## src/design/skl_pkg.sv

```systemverilog
`default_nettype none
package skl_pkg;

    localparam int CAPACITY = 16;
    localparam int IDX_W    = (CAPACITY > 1) ? $clog2(CAPACITY) : 1;
    localparam int CNT_W    = $clog2(CAPACITY + 1);

    localparam int MODE_W   = 3;
    localparam int KEY_W    = 32;
    localparam int PAY_W    = 32;
    localparam int STAT_W   = 2;
    localparam int POS_W    = 4;
    localparam int COUNT_W  = 5;

    localparam int S_FIELDS_W = MODE_W + KEY_W + PAY_W;
    localparam int S_TDATA_W  = ((S_FIELDS_W + 7) / 8) * 8;
    localparam int M_FIELDS_W = STAT_W + POS_W + 1 + COUNT_W;
    localparam int M_TDATA_W  = ((M_FIELDS_W + 7) / 8) * 8;

    localparam logic [MODE_W-1:0] MODE_APPEND = 3'd0;
    localparam logic [MODE_W-1:0] MODE_INSERT = 3'd1;
    localparam logic [MODE_W-1:0] MODE_REMOVE = 3'd2;
    localparam logic [MODE_W-1:0] MODE_LOOKUP = 3'd3;
    localparam logic [MODE_W-1:0] MODE_CLEAR  = 3'd4;

    localparam logic [STAT_W-1:0] STAT_OK        = 2'd0;
    localparam logic [STAT_W-1:0] STAT_FULL      = 2'd1;
    localparam logic [STAT_W-1:0] STAT_DUPLICATE = 2'd2;
    localparam logic [STAT_W-1:0] STAT_NOT_FOUND = 2'd3;

    typedef struct packed {
        logic capture;
        logic exec;
    } t_cmd;

    typedef struct packed {
        logic out_stall;
    } t_sts;

endpackage
`default_nettype wire

```

## src/design/skl_ctrl.sv

```systemverilog
`default_nettype none
module skl_ctrl (
    input  wire logic         i_clk,
    input  wire logic         i_rst_n,
    input  wire logic         i_s_tvalid,
    output logic              o_s_tready,
    input  wire skl_pkg::t_sts i_sts,
    output skl_pkg::t_cmd     o_cmd
);
    import skl_pkg::*;

    localparam logic S_IDLE = 1'b0;
    localparam logic S_EXEC = 1'b1;

    logic r_state;
    logic n_state;

    always_comb begin
        n_state     = r_state;
        o_s_tready  = 1'b0;
        o_cmd       = '0;
        case (r_state)
            S_IDLE: begin
                o_s_tready  = 1'b1;
                o_cmd.capture = i_s_tvalid;
                if (i_s_tvalid) begin
                    n_state = S_EXEC;
                end
            end
            S_EXEC: begin
                o_cmd.exec = !i_sts.out_stall;
                if (!i_sts.out_stall) begin
                    n_state = S_IDLE;
                end
            end
            default: begin
                n_state = S_IDLE;
            end
        endcase
    end

    always_ff @(posedge i_clk) begin
        if (!i_rst_n) begin
            r_state <= S_IDLE;
        end else begin
            r_state <= n_state;
        end
    end

endmodule
`default_nettype wire

```

## src/design/skl_datapath.sv

```systemverilog
`default_nettype none
module skl_datapath (
    input  wire logic                          i_clk,
    input  wire logic                          i_rst_n,
    input  wire skl_pkg::t_cmd                 i_cmd,
    input  wire logic [skl_pkg::S_TDATA_W-1:0] i_s_tdata,
    input  wire logic                          i_m_tready,
    output logic                               o_m_tvalid,
    output logic [skl_pkg::M_TDATA_W-1:0]      o_m_tdata,
    output skl_pkg::t_sts                      o_sts
);
    import skl_pkg::*;

    logic [KEY_W-1:0]   r_key [CAPACITY];
    logic [PAY_W-1:0]   r_pay [CAPACITY];
    logic [KEY_W-1:0]   n_key [CAPACITY];
    logic [PAY_W-1:0]   n_pay [CAPACITY];
    logic [CNT_W-1:0]   r_count;
    logic [CNT_W-1:0]   n_count;

    logic [MODE_W-1:0]  r_mode;
    logic [KEY_W-1:0]   r_req_key;
    logic [PAY_W-1:0]   r_req_pay;
    logic [CAPACITY-1:0] r_match;
    logic [CAPACITY-1:0] r_less;
    logic [CAPACITY-1:0] n_match;
    logic [CAPACITY-1:0] n_less;
    logic [CAPACITY-1:0] valid;

    logic [MODE_W-1:0]  in_mode;
    logic [KEY_W-1:0]   in_key;
    logic [PAY_W-1:0]   in_pay;

    logic [IDX_W-1:0]   where_idx;
    logic [IDX_W-1:0]   ins_idx;
    logic [IDX_W-1:0]   new_idx;
    logic               found;
    logic               full;
    logic               shift_up;
    logic               shift_dn;
    logic               wr_new;

    logic [STAT_W-1:0]  res_stat;
    logic [IDX_W-1:0]   res_pos;
    logic               res_found;
    logic [IDX_W+POS_W-1:0]   pos_ext;
    logic [CNT_W+COUNT_W-1:0] cnt_ext;

    logic               r_out_valid;
    logic [M_TDATA_W-1:0] r_out_tdata;

    assign in_mode = i_s_tdata[MODE_W-1:0];
    assign in_key  = i_s_tdata[MODE_W+KEY_W-1:MODE_W];
    assign in_pay  = i_s_tdata[MODE_W+KEY_W+PAY_W-1:MODE_W+KEY_W];

    always_comb begin
        for (int i = 0; i < CAPACITY; i++) begin
            valid[i]   = CNT_W'(i) < r_count;
            n_match[i] = valid[i] && (r_key[i] == in_key);
            n_less[i]  = valid[i] && ($signed(r_key[i]) < $signed(in_key));
        end
    end

    always_comb begin
        where_idx = '0;
        for (int i = 0; i < CAPACITY; i++) begin
            if (r_match[i]) begin
                where_idx = IDX_W'(i);
            end
        end
        ins_idx = IDX_W'(r_count);
        for (int i = CAPACITY - 1; i >= 0; i--) begin
            if (valid[i] && !r_less[i]) begin
                ins_idx = IDX_W'(i);
            end
        end
    end

    assign found = |r_match;
    assign full  = r_count >= CNT_W'(CAPACITY);

    always_comb begin
        res_stat  = STAT_OK;
        res_pos   = '0;
        res_found = found;
        n_count   = r_count;
        new_idx   = IDX_W'(r_count);
        shift_up  = 1'b0;
        shift_dn  = 1'b0;
        wr_new    = 1'b0;
        case (r_mode)
            MODE_APPEND, MODE_INSERT: begin
                if (full) begin
                    res_stat = STAT_FULL;
                end else if (found) begin
                    res_stat = STAT_DUPLICATE;
                    res_pos  = where_idx;
                end else begin
                    if (r_mode == MODE_INSERT) begin
                        new_idx  = ins_idx;
                        shift_up = 1'b1;
                    end
                    wr_new  = 1'b1;
                    n_count = r_count + 1'b1;
                    res_pos = new_idx;
                end
            end
            MODE_REMOVE: begin
                if (!found) begin
                    res_stat = STAT_NOT_FOUND;
                end else begin
                    shift_dn = 1'b1;
                    n_count  = r_count - 1'b1;
                    res_pos  = where_idx;
                end
            end
            MODE_LOOKUP: begin
                if (!found) begin
                    res_stat = STAT_NOT_FOUND;
                end else begin
                    res_pos = where_idx;
                end
            end
            MODE_CLEAR: begin
                n_count = '0;
            end
            default: begin
                res_found = 1'b0;
            end
        endcase
    end

    always_comb begin
        for (int i = 0; i < CAPACITY; i++) begin
            n_key[i] = r_key[i];
            n_pay[i] = r_pay[i];
        end
        for (int i = 1; i < CAPACITY; i++) begin
            if (shift_up && (IDX_W'(i) > new_idx) && (CNT_W'(i) <= r_count)) begin
                n_key[i] = r_key[i-1];
                n_pay[i] = r_pay[i-1];
            end
        end
        for (int i = 0; i < CAPACITY - 1; i++) begin
            if (shift_dn && (IDX_W'(i) >= where_idx) && (CNT_W'(i + 1) < r_count)) begin
                n_key[i] = r_key[i+1];
                n_pay[i] = r_pay[i+1];
            end
        end
        for (int i = 0; i < CAPACITY; i++) begin
            if (wr_new && (IDX_W'(i) == new_idx)) begin
                n_key[i] = r_req_key;
                n_pay[i] = r_req_pay;
            end
        end
    end

    assign pos_ext = {{POS_W{1'b0}}, res_pos};
    assign cnt_ext = {{COUNT_W{1'b0}}, n_count};

    always_ff @(posedge i_clk) begin
        if (i_cmd.capture) begin
            r_mode    <= in_mode;
            r_req_key <= in_key;
            r_req_pay <= in_pay;
            r_match   <= n_match;
            r_less    <= n_less;
        end
        if (i_cmd.exec) begin
            for (int i = 0; i < CAPACITY; i++) begin
                r_key[i] <= n_key[i];
                r_pay[i] <= n_pay[i];
            end
            r_out_tdata <= M_TDATA_W'({cnt_ext[COUNT_W-1:0], res_found,
                                       pos_ext[POS_W-1:0], res_stat});
        end
    end

    always_ff @(posedge i_clk) begin
        if (!i_rst_n) begin
            r_count     <= '0;
            r_out_valid <= 1'b0;
        end else begin
            if (i_cmd.exec) begin
                r_count     <= n_count;
                r_out_valid <= 1'b1;
            end else if (i_m_tready) begin
                r_out_valid <= 1'b0;
            end
        end
    end

    assign o_m_tvalid      = r_out_valid;
    assign o_m_tdata       = r_out_tdata;
    assign o_sts.out_stall = r_out_valid && !i_m_tready;

endmodule
`default_nettype wire

```

## src/design/sorted_keyed_list_table.sv

```systemverilog
// A request is taken into the capture registers while the controller is idle;
// in the execute state it is applied to the entry registers and its result is
// registered, and no new request is taken until the controller is idle again.
// A result held on the master side stalls the update until it is taken.
// Reset clears the entry count and the handshake state; stored keys and
// payload words are not cleared and are only read below the entry count.
`default_nettype none
module sorted_keyed_list_table (
    input  wire logic                          i_clk,
    input  wire logic                          i_rst_n,
    input  wire logic                          i_s_tvalid,
    output logic                               o_s_tready,
    // Fields from bit 0: mode[2:0], key[34:3], payload[66:35], zero pad.
    input  wire logic [skl_pkg::S_TDATA_W-1:0] i_s_tdata,
    output logic                               o_m_tvalid,
    input  wire logic                          i_m_tready,
    // Fields from bit 0: status[1:0], position[5:2], found[6], count[11:7], zero pad.
    output logic [skl_pkg::M_TDATA_W-1:0]      o_m_tdata
);
    import skl_pkg::*;

    t_cmd cmd;
    t_sts sts;

    skl_ctrl u_ctrl (
        .i_clk      (i_clk),
        .i_rst_n    (i_rst_n),
        .i_s_tvalid (i_s_tvalid),
        .o_s_tready (o_s_tready),
        .i_sts      (sts),
        .o_cmd      (cmd)
    );

    skl_datapath u_datapath (
        .i_clk      (i_clk),
        .i_rst_n    (i_rst_n),
        .i_cmd      (cmd),
        .i_s_tdata  (i_s_tdata),
        .i_m_tready (i_m_tready),
        .o_m_tvalid (o_m_tvalid),
        .o_m_tdata  (o_m_tdata),
        .o_sts      (sts)
    );

    a_capture_blocks: assert property (@(posedge i_clk) disable iff (!i_rst_n)
        cmd.capture |=> !o_s_tready)
        else $error("request taken while another was in flight");

    a_exec_gives_result: assert property (@(posedge i_clk) disable iff (!i_rst_n)
        cmd.exec |=> o_m_tvalid)
        else $error("update did not present a result");

    a_no_overwrite: assert property (@(posedge i_clk) disable iff (!i_rst_n)
        cmd.exec |-> !(o_m_tvalid && !i_m_tready))
        else $error("result overwritten while stalled");

    a_count_bound: assert property (@(posedge i_clk) disable iff (!i_rst_n)
        o_m_tvalid |-> (o_m_tdata[11:7] <= 5'(CAPACITY)))
        else $error("entry count beyond capacity");

endmodule
`default_nettype wire
```

## config.mk

```make
export PLATFORM = sky130hd
export DESIGN_NAME = sorted_keyed_list_table
export DESIGN_NICKNAME = d
export VERILOG_FILES = /design/src/design/skl_pkg.sv /design/src/design/skl_ctrl.sv /design/src/design/skl_datapath.sv /design/src/design/sorted_keyed_list_table.sv
export SDC_FILE = /design/constraint.sdc
export NUM_CORES = 2
export LEC_CHECK = 0
export ABC_CLOCK_PERIOD_IN_PS = 14900
export CORE_AREA = 2 2 257 259
export DETAILED_ROUTE_END_ITERATION = 6
export DIE_AREA = 0 0 259 261
export DONT_BUFFER_PORTS = 1
export PLACE_DENSITY = 0.79
export SLEW_MARGIN = 40
export SYNTH_ARGS = -nofsm -noshare
export SYNTH_HDL_FRONTEND = slang
export SYNTH_HIERARCHICAL = 1
export SYNTH_SLANG_ARGS = --single-unit
```

## constraint.sdc

```tcl
create_clock -name i_clk -period 14.9 [get_ports i_clk]
set_clock_uncertainty 0.05 [all_clocks]
set_input_delay 1.49 -clock i_clk [delete_from_list [all_inputs] [get_ports i_clk]]
set_output_delay 1.49 -clock i_clk [all_outputs]
set_load 0.03 [all_outputs]
```

==> metrics.txt <==
status completed; count leader, synth edfxtp_1; EDFF count, synth 591; CTS clock-pin slew for the worst setup and hold paths 0.06 ns; Seq pwr share 49.1%; Rows 94; Distinct cells, synth 86; die width 259 um; layout cell share with drive strength beyond 1 8.03%; met3 Resource Use GR 6.30%; HP Class flip-flop to flip-flop; cts hold-fix bufs 0; clk sinks 598; CTS tree done; register bit total from synthesis 598; final setup vio count 0; clock network fraction of total power 43.3%; Tightest Pin Transition 1.01 ns; Yosys top cell area share 42.6%; worst-path maximum fanout 65; Slew HR 31.8%; worst-skew pair later-pin latency 0.62 ns; nets@finish 4474; Starting DRT DRC Count 3873; fin crit share 35.7%; cell taking the most area after synthesis edfxtp_1; top cells by area, synth edfxtp_1 43%, ha_1 16%, mux2i_1 11%; die footprint 67600 sq um; Fill cells 4826; htree depth 3; global route overflow 0; clk root buf clkbuf_16; grt met1 use 49.3%; Int Power 2.89 mW; worst-case clock buffer depth 3; clock buffer count from CTS 68; Net Switching 0.956 mW; Min Clock Period, post-route 5.32 ns; Critical Path Start Type flip-flop; pin count of the biggest net entering global routing 69; leakage 19.3 nW; Max-cap violations 0; busiest grt layer met2; first-pass GRT wire length 190000 um; crit-path max cell delay 0.80 ns; core region area 65000 sq um; final hold vios 0; Avg WL per Cell 25.9 um; GPL Wtd Cong 0.976; worst endpoint required time 15.10 ns; Ys Warns 6; first-pass iteration count of the detailed router 6; Post-Syn Area 41600 sq um; HPWL Detailed 90200 um; IO Count 94; synth cell count leaders 591 x edfxtp_1, 548 x a21oi_1, 517 x ha_1; initial antenna violation count 2; post-CTS resize count 0; unrepaired setup endpoints after global routing false; Post-CTS Setup Inserts 0; Antenna Violating Nets Remaining 0; DR DRC count 0; Arr. time, crit path 5.52 ns; port bufs 0; post-synthesis sequential area ratio 43.0%; Layout area overhead 7.92%; crit path kind flip-flop to flip-flop; total global-route track usage 36.5%; crit-path cells nor4_1 > nand4_1 > nor4_2 > o221ai_1 > o21a_1 > nor4_4 > buf_4 > inv_1 > a31oi_4 > buf_4; vias in the first global route 31800; P per Cell Area 85.6 nW/um^2; via/cell ratio 6.86; routed wire length 125000 um; Worst setup EP type flip-flop; Comb pwr share 7.6%; syn_area_per_cell 10.6 sq um; M2 GR Usage 60.0%; Starting Density 64.0%; Max IR drop VDD 89.6 uV; async set or reset register ratio after synthesis 0%; Die Y 261 um; max frequency 188 MHz; Switching Fraction 24.9%; via count 32900; WHS 0.556 ns; Max Slew Vio Count 0; Crit path top cell by count buf_4; slowest CP cell nand4_1; Cells after Synth 3939; Post-synth top flop edfxtp_1; sum of negative setup slack 0 ns
worst max-delay path: cells and delay by family (launching register included):
kind,cells,cell delay [ns]
DFF,1,0.38
AOI/OAI and AO/OA,3,0.89
buffers and inverters,3,1.17
and+or+nand+nor,4,2.42
final timing paths:
check	startpoint	endpoint	slack (ns)	cells after the start
worst max-delay path	u_datapath/r_match[1]$_DFFE_PP_	u_datapath/r_key[1][55]$_DFFE_PP_	9.58	10
worst min-delay path	u_datapath/r_key[1][218]$_DFFE_PP_	u_datapath/r_key[1][250]$_DFFE_PP_	0.56	1
worst max register to register	u_datapath/r_match[1]$_DFFE_PP_	u_datapath/r_key[1][55]$_DFFE_PP_	9.58	10
worst min register to register	u_datapath/r_key[1][218]$_DFFE_PP_	u_datapath/r_key[1][250]$_DFFE_PP_	0.56	1
state kept, by name (all words and copies together), names as in the netlist:
name / count
u_datapath/r_less: 16
u_datapath/r_key: 512
u_datapath/o_m_tdata: 12
u_datapath/r_count: 5
u_datapath/r_req_key: 32
u_datapath/r_mode: 3
u_ctrl/r_state: 1
u_datapath/r_match: 16
u_datapath/o_m_tvalid: 1
placed cells by master (no fill, tap or decap), types with 70 or more instances in the layout:
master     Yosys  layout
mux2i_1      444     444
ha_1         517     517
a21o_1       148     148
a21oi_1      548     545
nor2_1       515     512
inv_1         72      70
edfxtp_1     591     591
nand2_1      118     116
nand4_1      132     132
clkbuf_16      0      71
o21ai_0      116     116
buf_4         13      71
per-layer routing:
layer / up-vias / wire length, um
li1: 14900 / -
met1: 15800 / 50400
met2: 1796 / 58700
met3: 362 / 11000
met4: 2 / 4390
met5: - / 13
power groups by stage:
stage	registers [mW]	clock network [mW]	logic [mW]
floorplan	1.89	0	0.201
global placement	1.92	0	0.269
detailed placement	1.92	0	0.279
CTS	1.89	1.68	0.283
global route	1.89	1.74	0.318
finish	1.89	1.66	0.292
logic make-up after synthesis:
family | share of synthesized area [%]
buffers and inverters | 2.87
AND/OR/NAND/NOR | 11.2
adder cells (fa/ha/maj) | 15.5
flip-flops | 43.0
other | 0.00901
AO/OA/AOI/OAI | 15.0
multiplexers | 12.5
stage by stage:
step / util, % / setup slack, ns / power [mW] / area [sq um] / std cells
floorplan: - / 9.82 / 2.09 / 41700 / 3942
global placement: 65.6 / 9.63 / 2.19 / 42600 / 4670
detailed placement: 65.8 / 9.74 / 2.20 / 42800 / 4675
CTS: 69.1 / 9.71 / 3.85 / 44900 / 4801
global route: 69.1 / 9.35 / 3.94 / 44900 / 4801
finish: 69.1 / 9.58 / 3.85 / 44900 / 4802
cell type report:
| type | instances | area, sq um | area share [%] |
|---|---|---|---|
| Antenna cell | 1 | 2.50 | 0.00557 |
| Tap cell | 864 | 1080 | 2.41 |
| Timing Repair Buffer | 77 | 617 | 1.37 |
| Multi-Input combinational cell | 3062 | 22900 | 51.0 |
| Clock inverter | 33 | 268 | 0.596 |
| Sequential cell | 598 | 17900 | 39.8 |
| Clock buffer | 93 | 1890 | 4.20 |
| Inverter | 74 | 278 | 0.618 |
No activity file was read; power rests on OpenSTA's default activity.
